`src/hdl/rdc_pkg.sv`:
```
`timescale 1ns / 1ps
`default_nettype none

package rdc_pkg;

    // fixed field widths
    localparam int VALUE_BITS    = 32;
    localparam int CHAR_BITS     = 7;
    localparam int RADIX_BITS    = 5;
    localparam int DIGIT_BITS    = 4;
    localparam int RECIP_BITS    = 32;
    localparam int DEF_WORD_BITS = 32;

    // radix limits and reset value
    localparam logic [RADIX_BITS-1:0] RADIX_MIN   = 5'd2;
    localparam logic [RADIX_BITS-1:0] RADIX_MAX   = 5'd16;
    localparam logic [RADIX_BITS-1:0] RADIX_RESET = 5'd2;

    // quotient estimate is product >> (SHIFT_BASE + sh)
    localparam int SHIFT_BASE = 32;

    // ascii bases for the two digit ranges
    localparam logic [CHAR_BITS-1:0] CHAR_ZERO   = 7'd48;
    localparam logic [CHAR_BITS-1:0] CHAR_A_BIAS = 7'd87;
    localparam logic [DIGIT_BITS-1:0] DEC_LIMIT  = 4'd10;

    typedef struct packed {
        logic [RECIP_BITS-1:0] mult;
        logic [1:0]            sh;
    } t_recip;

    // controller to datapath
    typedef struct packed {
        logic load;
        logic mul;
        logic fix;
        logic emit;
    } t_dp_cmd;

    // datapath to controller
    typedef struct packed {
        logic quot_done;
        logic rd_at_zero;
    } t_dp_stat;

    // floor(2^(31+l) / d) with l = ceil(log2 d), always fits 32 bits
    function automatic t_recip recip_of(input logic [RADIX_BITS-1:0] d);
        t_recip r;
        unique case (d)
            5'd2:    r = '{mult: 32'h8000_0000, sh: 2'd0};
            5'd3:    r = '{mult: 32'hAAAA_AAAA, sh: 2'd1};
            5'd4:    r = '{mult: 32'h8000_0000, sh: 2'd1};
            5'd5:    r = '{mult: 32'hCCCC_CCCC, sh: 2'd2};
            5'd6:    r = '{mult: 32'hAAAA_AAAA, sh: 2'd2};
            5'd7:    r = '{mult: 32'h9249_2492, sh: 2'd2};
            5'd8:    r = '{mult: 32'h8000_0000, sh: 2'd2};
            5'd9:    r = '{mult: 32'hE38E_38E3, sh: 2'd3};
            5'd10:   r = '{mult: 32'hCCCC_CCCC, sh: 2'd3};
            5'd11:   r = '{mult: 32'hBA2E_8BA2, sh: 2'd3};
            5'd12:   r = '{mult: 32'hAAAA_AAAA, sh: 2'd3};
            5'd13:   r = '{mult: 32'h9D89_D89D, sh: 2'd3};
            5'd14:   r = '{mult: 32'h9249_2492, sh: 2'd3};
            5'd15:   r = '{mult: 32'h8888_8888, sh: 2'd3};
            5'd16:   r = '{mult: 32'h8000_0000, sh: 2'd3};
            default: r = '{mult: 32'h8000_0000, sh: 2'd0};
        endcase
        return r;
    endfunction

    // lower-case ascii glyph of one digit
    function automatic logic [CHAR_BITS-1:0] glyph_of(input logic [DIGIT_BITS-1:0] d);
        logic [CHAR_BITS-1:0] c;
        if (d < DEC_LIMIT) begin
            c = CHAR_ZERO + CHAR_BITS'(d);
        end else begin
            c = CHAR_A_BIAS + CHAR_BITS'(d);
        end
        return c;
    endfunction

endpackage

`default_nettype wire

```
`src/hdl/rdc_ram.sv`:
```
`timescale 1ns / 1ps
`default_nettype none

module rdc_ram #(
    parameter int WIDTH = 4,
    parameter int DEPTH = 32
) (
    input  wire logic                     i_clk,
    input  wire logic                     i_we,
    input  wire logic [$clog2(DEPTH)-1:0] i_waddr,
    input  wire logic [WIDTH-1:0]         i_wdata,
    input  wire logic                     i_re,
    input  wire logic [$clog2(DEPTH)-1:0] i_raddr,
    output logic      [WIDTH-1:0]         o_rdata
);

    logic [WIDTH-1:0] r_mem [DEPTH];
    logic [WIDTH-1:0] r_rdata;

    always_ff @(posedge i_clk) begin
        if (i_we) begin
            r_mem[i_waddr] <= i_wdata;
        end
        if (i_re) begin
            r_rdata <= r_mem[i_raddr];
        end
    end

    assign o_rdata = r_rdata;

endmodule

`default_nettype wire

```
`src/hdl/rdc_datapath.sv`:
```
`timescale 1ns / 1ps
`default_nettype none

module rdc_datapath #(
    parameter int WORD_BITS = rdc_pkg::DEF_WORD_BITS
) (
    input  wire logic                                i_clk,
    input  wire logic                                i_rst_n,
    input  wire logic                                i_cfg_we,
    input  wire logic [rdc_pkg::RADIX_BITS-1:0]      i_cfg_wdata,
    input  wire logic [rdc_pkg::VALUE_BITS-1:0]      i_value,
    input  wire rdc_pkg::t_dp_cmd                    i_cmd,
    output rdc_pkg::t_dp_stat                        o_stat,
    output logic                                     o_digit_strobe,
    output logic      [rdc_pkg::CHAR_BITS-1:0]       o_digit_char,
    output logic                                     o_last_digit
);

    import rdc_pkg::*;

    localparam int QW = (WORD_BITS < VALUE_BITS) ? WORD_BITS : VALUE_BITS;
    localparam int AW = $clog2(WORD_BITS);
    localparam int CW = $clog2(WORD_BITS + 1);
    localparam int PW = QW + RECIP_BITS;
    localparam int DW = QW + RADIX_BITS;

    logic [RADIX_BITS-1:0] r_radix;
    logic [QW-1:0]         r_quot;
    logic [PW-1:0]         r_prod;
    logic [CW-1:0]         r_cnt;
    logic [AW-1:0]         r_rd_ptr;
    logic                  r_out_vld;
    logic                  r_out_last;

    t_recip                recip;
    logic [QW-1:0]         qest;
    logic [DW-1:0]         qd;
    logic [DW-1:0]         diff;
    logic [RADIX_BITS-1:0] rem_raw;
    logic                  corr;
    logic [RADIX_BITS-1:0] rem_fix;
    logic [QW-1:0]         n_quot;
    logic [DIGIT_BITS-1:0] rd_digit;

    assign recip = recip_of(r_radix);

    // quotient estimate is exact or one low
    always_comb begin
        case (recip.sh)
            2'd0:    qest = QW'(r_prod >> SHIFT_BASE);
            2'd1:    qest = QW'(r_prod >> (SHIFT_BASE + 1));
            2'd2:    qest = QW'(r_prod >> (SHIFT_BASE + 2));
            default: qest = QW'(r_prod >> (SHIFT_BASE + 3));
        endcase
    end

    assign qd      = DW'(qest) * DW'(r_radix);
    assign diff    = DW'(r_quot) - qd;
    assign rem_raw = diff[RADIX_BITS-1:0];
    assign corr    = (rem_raw >= r_radix);
    assign rem_fix = corr ? (rem_raw - r_radix) : rem_raw;
    assign n_quot  = qest + QW'(corr);

    always_ff @(posedge i_clk) begin
        if (!i_rst_n) begin
            r_radix    <= RADIX_RESET;
            r_quot     <= '0;
            r_cnt      <= '0;
            r_out_vld  <= 1'b0;
        end else begin
            if (i_cfg_we) begin
                if (i_cfg_wdata < RADIX_MIN) begin
                    r_radix <= RADIX_MIN;
                end else if (i_cfg_wdata > RADIX_MAX) begin
                    r_radix <= RADIX_MAX;
                end else begin
                    r_radix <= i_cfg_wdata;
                end
            end
            if (i_cmd.load) begin
                r_quot <= i_value[QW-1:0];
                r_cnt  <= '0;
            end else if (i_cmd.fix) begin
                r_quot <= n_quot;
                r_cnt  <= r_cnt + CW'(1);
            end
            r_out_vld <= i_cmd.emit;
        end
    end

    always_ff @(posedge i_clk) begin
        if (i_cmd.mul) begin
            r_prod <= PW'(r_quot) * PW'(recip.mult);
        end
        // the last digit stored is the first one read back
        if (i_cmd.fix) begin
            r_rd_ptr <= r_cnt[AW-1:0];
        end else if (i_cmd.emit) begin
            r_rd_ptr <= r_rd_ptr - AW'(1);
        end
        if (i_cmd.emit) begin
            r_out_last <= (r_rd_ptr == '0);
        end
    end

    rdc_ram #(
        .WIDTH (DIGIT_BITS),
        .DEPTH (WORD_BITS)
    ) u_digit_store (
        .i_clk   (i_clk),
        .i_we    (i_cmd.fix),
        .i_waddr (r_cnt[AW-1:0]),
        .i_wdata (rem_fix[DIGIT_BITS-1:0]),
        .i_re    (i_cmd.emit),
        .i_raddr (r_rd_ptr),
        .o_rdata (rd_digit)
    );

    assign o_stat.quot_done  = (n_quot == '0);
    assign o_stat.rd_at_zero = (r_rd_ptr == '0);

    assign o_digit_strobe = r_out_vld;
    assign o_digit_char   = glyph_of(rd_digit);
    assign o_last_digit   = r_out_last;

endmodule

`default_nettype wire

```
`src/hdl/rdc_ctrl.sv`:
```
`timescale 1ns / 1ps
`default_nettype none

module rdc_ctrl (
    input  wire logic               i_clk,
    input  wire logic               i_rst_n,
    input  wire logic               i_start,
    input  wire rdc_pkg::t_dp_stat  i_stat,
    output rdc_pkg::t_dp_cmd        o_cmd,
    output logic                    o_busy
);

    import rdc_pkg::*;

    typedef enum logic [2:0] {
        S_IDLE,
        S_MUL,
        S_FIX,
        S_EMIT,
        S_LAST
    } t_state;

    t_state r_state;
    t_state n_state;
    logic   r_busy;

    always_comb begin
        n_state = r_state;
        o_cmd   = '0;
        unique case (r_state)
            S_IDLE: begin
                if (i_start) begin
                    o_cmd.load = 1'b1;
                    n_state    = S_MUL;
                end
            end
            S_MUL: begin
                o_cmd.mul = 1'b1;
                n_state   = S_FIX;
            end
            S_FIX: begin
                o_cmd.fix = 1'b1;
                n_state   = i_stat.quot_done ? S_EMIT : S_MUL;
            end
            S_EMIT: begin
                o_cmd.emit = 1'b1;
                if (i_stat.rd_at_zero) begin
                    n_state = S_LAST;
                end
            end
            S_LAST: begin
                n_state = S_IDLE;
            end
            default: begin
                n_state = S_IDLE;
            end
        endcase
    end

    always_ff @(posedge i_clk) begin
        if (!i_rst_n) begin
            r_state <= S_IDLE;
            r_busy  <= 1'b0;
        end else begin
            r_state <= n_state;
            r_busy  <= (n_state != S_IDLE);
        end
    end

    assign o_busy = r_busy;

endmodule

`default_nettype wire

```
`src/hdl/radix_digit_converter.sv`:
```
`timescale 1ns / 1ps
`default_nettype none

// Converts an unsigned number to its digits in radix 2..16 and sends them out most
// significant first as lower-case ascii ('0'-'9', 'a'-'f'), one per cycle with
// o_digit_strobe, the final (least significant) digit marked by o_last_digit. A zero
// value gives the single digit '0'. The receiver cannot stall: every strobed digit must
// be taken in its cycle. A number is taken when start is high and busy is low; busy
// then stays high until the final digit has been sent, so the next number can only be
// taken after that. Each digit costs a division (a multiply by the radix reciprocal,
// then a correct-and-store step) and a read-out from the digit store, whose read is
// registered, as is the strobe that goes with it. The radix register takes writes on
// i_cfg_we, clamped to 2..16, and resets to 2; write it only while busy is low. Only
// the low WORD_BITS bits of i_value are converted.
module radix_digit_converter #(
    parameter int WORD_BITS = rdc_pkg::DEF_WORD_BITS
) (
    input  wire logic                            i_clk,
    input  wire logic                            i_rst_n,
    input  wire logic                            start,
    output logic                                 busy,
    input  wire logic [rdc_pkg::VALUE_BITS-1:0]  i_value,
    input  wire logic                            i_cfg_we,
    input  wire logic [rdc_pkg::RADIX_BITS-1:0]  i_cfg_wdata,
    output logic                                 o_digit_strobe,
    output logic      [rdc_pkg::CHAR_BITS-1:0]   o_digit_char,
    output logic                                 o_last_digit
);

    import rdc_pkg::*;

    // command and status between sequencer and datapath
    t_dp_cmd  dp_cmd;
    t_dp_stat dp_stat;

    // sequencer: load, then multiply/fix per digit, then read out
    rdc_ctrl u_ctrl (
        .i_clk   (i_clk),
        .i_rst_n (i_rst_n),
        .i_start (start),
        .i_stat  (dp_stat),
        .o_cmd   (dp_cmd),
        .o_busy  (busy)
    );

    // radix register, reciprocal divider, digit store and glyph lookup
    rdc_datapath #(
        .WORD_BITS (WORD_BITS)
    ) u_datapath (
        .i_clk          (i_clk),
        .i_rst_n        (i_rst_n),
        .i_cfg_we       (i_cfg_we),
        .i_cfg_wdata    (i_cfg_wdata),
        .i_value        (i_value),
        .i_cmd          (dp_cmd),
        .o_stat         (dp_stat),
        .o_digit_strobe (o_digit_strobe),
        .o_digit_char   (o_digit_char),
        .o_last_digit   (o_last_digit)
    );

`ifndef SYNTHESIS
    // digits only come out while a conversion is in flight
    a_strobe_in_busy: assert property (@(posedge i_clk) disable iff (!i_rst_n)
        o_digit_strobe |-> busy)
        else $error("digit strobe while not busy");

    // the final digit ends the conversion
    a_last_frees: assert property (@(posedge i_clk) disable iff (!i_rst_n)
        (o_digit_strobe && o_last_digit) |=> !busy)
        else $error("busy still high after final digit");

    // a transfer in starts division, no digit can follow right away
    a_start_divides: assert property (@(posedge i_clk) disable iff (!i_rst_n)
        (start && !busy) |=> (busy && !o_digit_strobe))
        else $error("bad response to accepted start");
`endif

endmodule

`default_nettype wire
```
`config.mk`:
```
export PLATFORM = sky130hd
export DESIGN_NAME = radix_digit_converter
export DESIGN_NICKNAME = d
export VERILOG_FILES = /design/src/hdl/rdc_pkg.sv /design/src/hdl/rdc_ram.sv /design/src/hdl/rdc_datapath.sv /design/src/hdl/rdc_ctrl.sv /design/src/hdl/radix_digit_converter.sv
export SDC_FILE = /design/constraint.sdc
export NUM_CORES = 2
export LEC_CHECK = 0
export ABC_AREA = 0
export BUFFER_PORTS_ARGS = -buffer_cell sky130_fd_sc_hd__buf_2
export CAP_MARGIN = 30
export CORE_MARGIN = 1.5
export CORE_UTILIZATION = 67
export CTS_CLUSTER_DIAMETER = 80
export DETAILED_ROUTE_END_ITERATION = 16
export PLACE_DENSITY = 0.84
export SKIP_LAST_GASP = 1
export SYNTH_ARGS = -nofsm -noshare
export SYNTH_HDL_FRONTEND = slang
export SYNTH_SLANG_ARGS = --single-unit
```
`constraint.sdc`:
```
create_clock -name i_clk -period 10.2 [get_ports i_clk]
set_clock_uncertainty 0.15 [all_clocks]
set_input_delay 1.02 -clock i_clk [delete_from_list [all_inputs] [get_ports i_clk]]
set_output_delay 1.02 -clock i_clk [all_outputs]
set_load 0.02 [all_outputs]
```
==> impl_metrics.env <==
export IMPL_synth_compound_area_share=0.0491
export IMPL_vias_per_cell=5.92
export IMPL_finalSetupViolCount=0
export IMPL_ios=51
export IMPL_grt_start_max_net_pins=50
export IMPL_fin_nets=5304
export IMPL_synthTopCellsByArea="fa_1 (42%), edfxtp_1 (12%), inv_1 (9.8%)"
export IMPL_ys_dominant_reg_cell="edfxtp_1"
export IMPL_vias=29200
export IMPL_yosys_area_share_simple=0.111
export IMPL_clock_latency_ns=0.54
export IMPL_final_common_cell="inv_1"
export IMPL_grt_pass1_vias=31600
export IMPL_cp_arrival_ns=9.52
export IMPL_cp_start_kind="flip-flop"
export IMPL_hpwl_um=97300
export IMPL_worst_pin_slew_ns=1.11
export IMPL_drtPass1Iterations=9
export IMPL_max_cap_violations=0
export IMPL_n_antenna_cell=0
export IMPL_clockBufferDepth=3
export IMPL_track_usage=0.382
export IMPL_yosys_warnings=0
export IMPL_power_density_mw_per_mm2=103
export IMPL_path_class="reg -> reg"
export IMPL_core_mm2=0.0616
export IMPL_grt_setup_unrepaired="no"
export IMPL_p_leak_nw=21.7
export IMPL_layout_min_cycle_time_ns=9.40
export IMPL_synth_xor_area_frac=0.0185
export IMPL_finalHoldViolations=0
export IMPL_htree_num_levels=1
export IMPL_grt_ovfl_total=0
export IMPL_worstPathRequired_ns=10.32
export IMPL_hold_path_class="reg -> reg"
export IMPL_antenna_found_initial=1
export IMPL_drc_errors=0
export IMPL_synth_edf_count=170
export IMPL_synth_distinct_cells=82
export IMPL_netlist_area_mm2=0.0417
export IMPL_cp_max_fo=21
export IMPL_synth_fp_nets=5309
export IMPL_outcome="finished clean"
export IMPL_synth_cells=4084
export IMPL_drt_iter0_drc=2527
export IMPL_peakVddDrop_mv=0.407
export IMPL_rows=91
export IMPL_start_util=0.678
export IMPL_gp_routability_congestion=1.02
export IMPL_fin_crit_sh=0.922
export IMPL_setup_tns_ns=0
export IMPL_synth_top_family_by_area="adder cells"
export IMPL_cts_tree="built"
export IMPL_die_x_um=253
export IMPL_synth_seq_area_share=0.154
export IMPL_drive_above_1_share=0.0606
export IMPL_cts_resized_gates=0
export IMPL_synth_mux_area_frac=0.0419
export IMPL_cts_clk_slew_worst_paths_ns=0.07
export IMPL_die_y_um=253
export IMPL_hold_slack_ns=0.389
export IMPL_hold_buffers=0
export IMPL_maxSlewViolCount=0
export IMPL_synth_top_area_cell="fa_1"
export IMPL_final_cell_mix="inv_1 (1089), fa_1 (868), nand2_1 (434)"
export IMPL_area_growth_pct=4.68
export IMPL_async_reset_ff_frac=0
export IMPL_dieArea_mm2=0.0638
export IMPL_wl_per_cell_um=23.4
export IMPL_cts_buffers=22
export IMPL_cts_sinks=236
export IMPL_cp_end_kind="flip-flop"
export IMPL_timing_fmax_ghz=0.106
export IMPL_synth_seq_cells=236
export IMPL_synth_top_area_frac=0.416
export IMPL_cts_setup_buffers=0
export IMPL_nFillCells=4371
export IMPL_slew_headroom=0.260
export IMPL_synth_adder_area_share=0.511
export IMPL_ant_nets=0
export IMPL_place_port_buffers=49
export IMPL_synth_area_per_cell_um2=10.2
export IMPL_routed_wl_um=115000
export IMPL_grt_pass1_wl_um=181000
export IMPL_clk_root_buffer_cell="clkbuf_16"
==> layer usage <==
metal,up-vias,part of all wire,track usage
met5,-,0.00029,0
met4,2,0.074,0.224
met3,463,0.092,0.0646
met2,1712,0.47,0.618
met1,14600,0.36,0.490
li1,12400,-,-
==> cells in the mapped netlist, types with 52 or more instances <==
master and instances:
inv_1 1089, dfxtp_1 66, mux4_2 52, ha_1 316, nand2_1 434, clkbuf_1 125, fa_1 868, nor2_1 98
xnor2_1 58, and2_1 255, a21oi_1 86, edfxtp_1 170
==> cell families after synthesis <==
kind of cell	Yosys count
xor gates and xnor gates	88
and+or+nand+nor	939
AOI/OAI and AO/OA	306
DFF	236
adders and majority gates	1184
buffers and inverters	1241
muxes	89
other	1
==> path summary, 6_finish.rpt <==
| check | startpoint | end | slack [ns] | cells after the start |
|---|---|---|---|---|
| worst max register to register | u_datapath.recip[26] | u_datapath.r_prod[58] | 0.80 | 26 |
| worst min-delay path | u_datapath.r_cnt[1] | u_datapath.r_cnt[1] | 0.39 | 2 |
| worst max-delay path | u_datapath.recip[26] | u_datapath.r_prod[58] | 0.80 | 26 |
| worst min register to register | u_datapath.r_cnt[1] | u_datapath.r_cnt[1] | 0.39 | 2 |
==> report_power, final <==
group          internal [W]  switching (W)
clock network      0.000451       0.000379
registers           0.00152       0.000113
logic              0.000697        0.00135
==> area by class of cell <==
cell class                      count  area [µm²]  share of cell area
Multi-Input combinational cell   2607       30600               0.699
Sequential cell                   236        6430               0.147
Inverter                         1089        4090              0.0935
Tap cell                          837        1050              0.0240
Timing Repair Buffer              123         858              0.0196
Clock buffer                       31         647              0.0148
Clock inverter                      9        73.8             0.00169
==> through the flow <==
step           instances   util  power, W  cell area, µm²  worst slack [ns]
2_1_floorplan       4084      -   0.00290           41700              2.45
3_3_place_gp        4886  0.696   0.00358           42900              1.01
3_5_place_dp        4888  0.697   0.00367           42900             0.931
4_1_cts             4928  0.708   0.00449           43600             0.917
5_1_grt             4932  0.709   0.00473           43700             0.541
6_report            4932  0.709   0.00451           43700             0.799
==> worst max-delay path, cell delays in order (launching register included) <==
cell	delay (ns)
dfxtp_1	1.05
buf_4	0.38
nand2_1	0.17
fa_1	0.60
inv_1	0.06
fa_1	0.47
fa_1	0.57
inv_1	0.06
fa_1	0.49
inv_1	0.05
fa_1	0.54
fa_1	0.43
fa_1	0.49
inv_1	0.04
fa_1	0.47
inv_1	0.04
ha_1	0.38
a21oi_1	0.29
a21boi_0	0.13
a311oi_1	0.52
nand3_1	0.13
a211o_1	0.35
a31oi_1	0.31
o21bai_1	0.18
a211oi_1	0.44
o21ai_1	0.15
xor2_1	0.17
==> sequential cells by signal (all words and copies together) (netlist names), 3 cells and up <==
| register | count |
|---|---|
| u_ctrl.r_state | 3 |
| u_datapath.r_cnt | 5 |
| u_datapath.r_prod | 32 |
| u_datapath.r_quot | 32 |
| u_datapath.r_radix | 5 |
| u_datapath.r_rd_ptr | 5 |
| u_datapath.recip | 19 |
| u_datapath.u_digit_store.o_rdata | 4 |
| u_datapath.u_digit_store.r_mem | 128 |
Note: power is estimated with default switching activity, not from simulation.
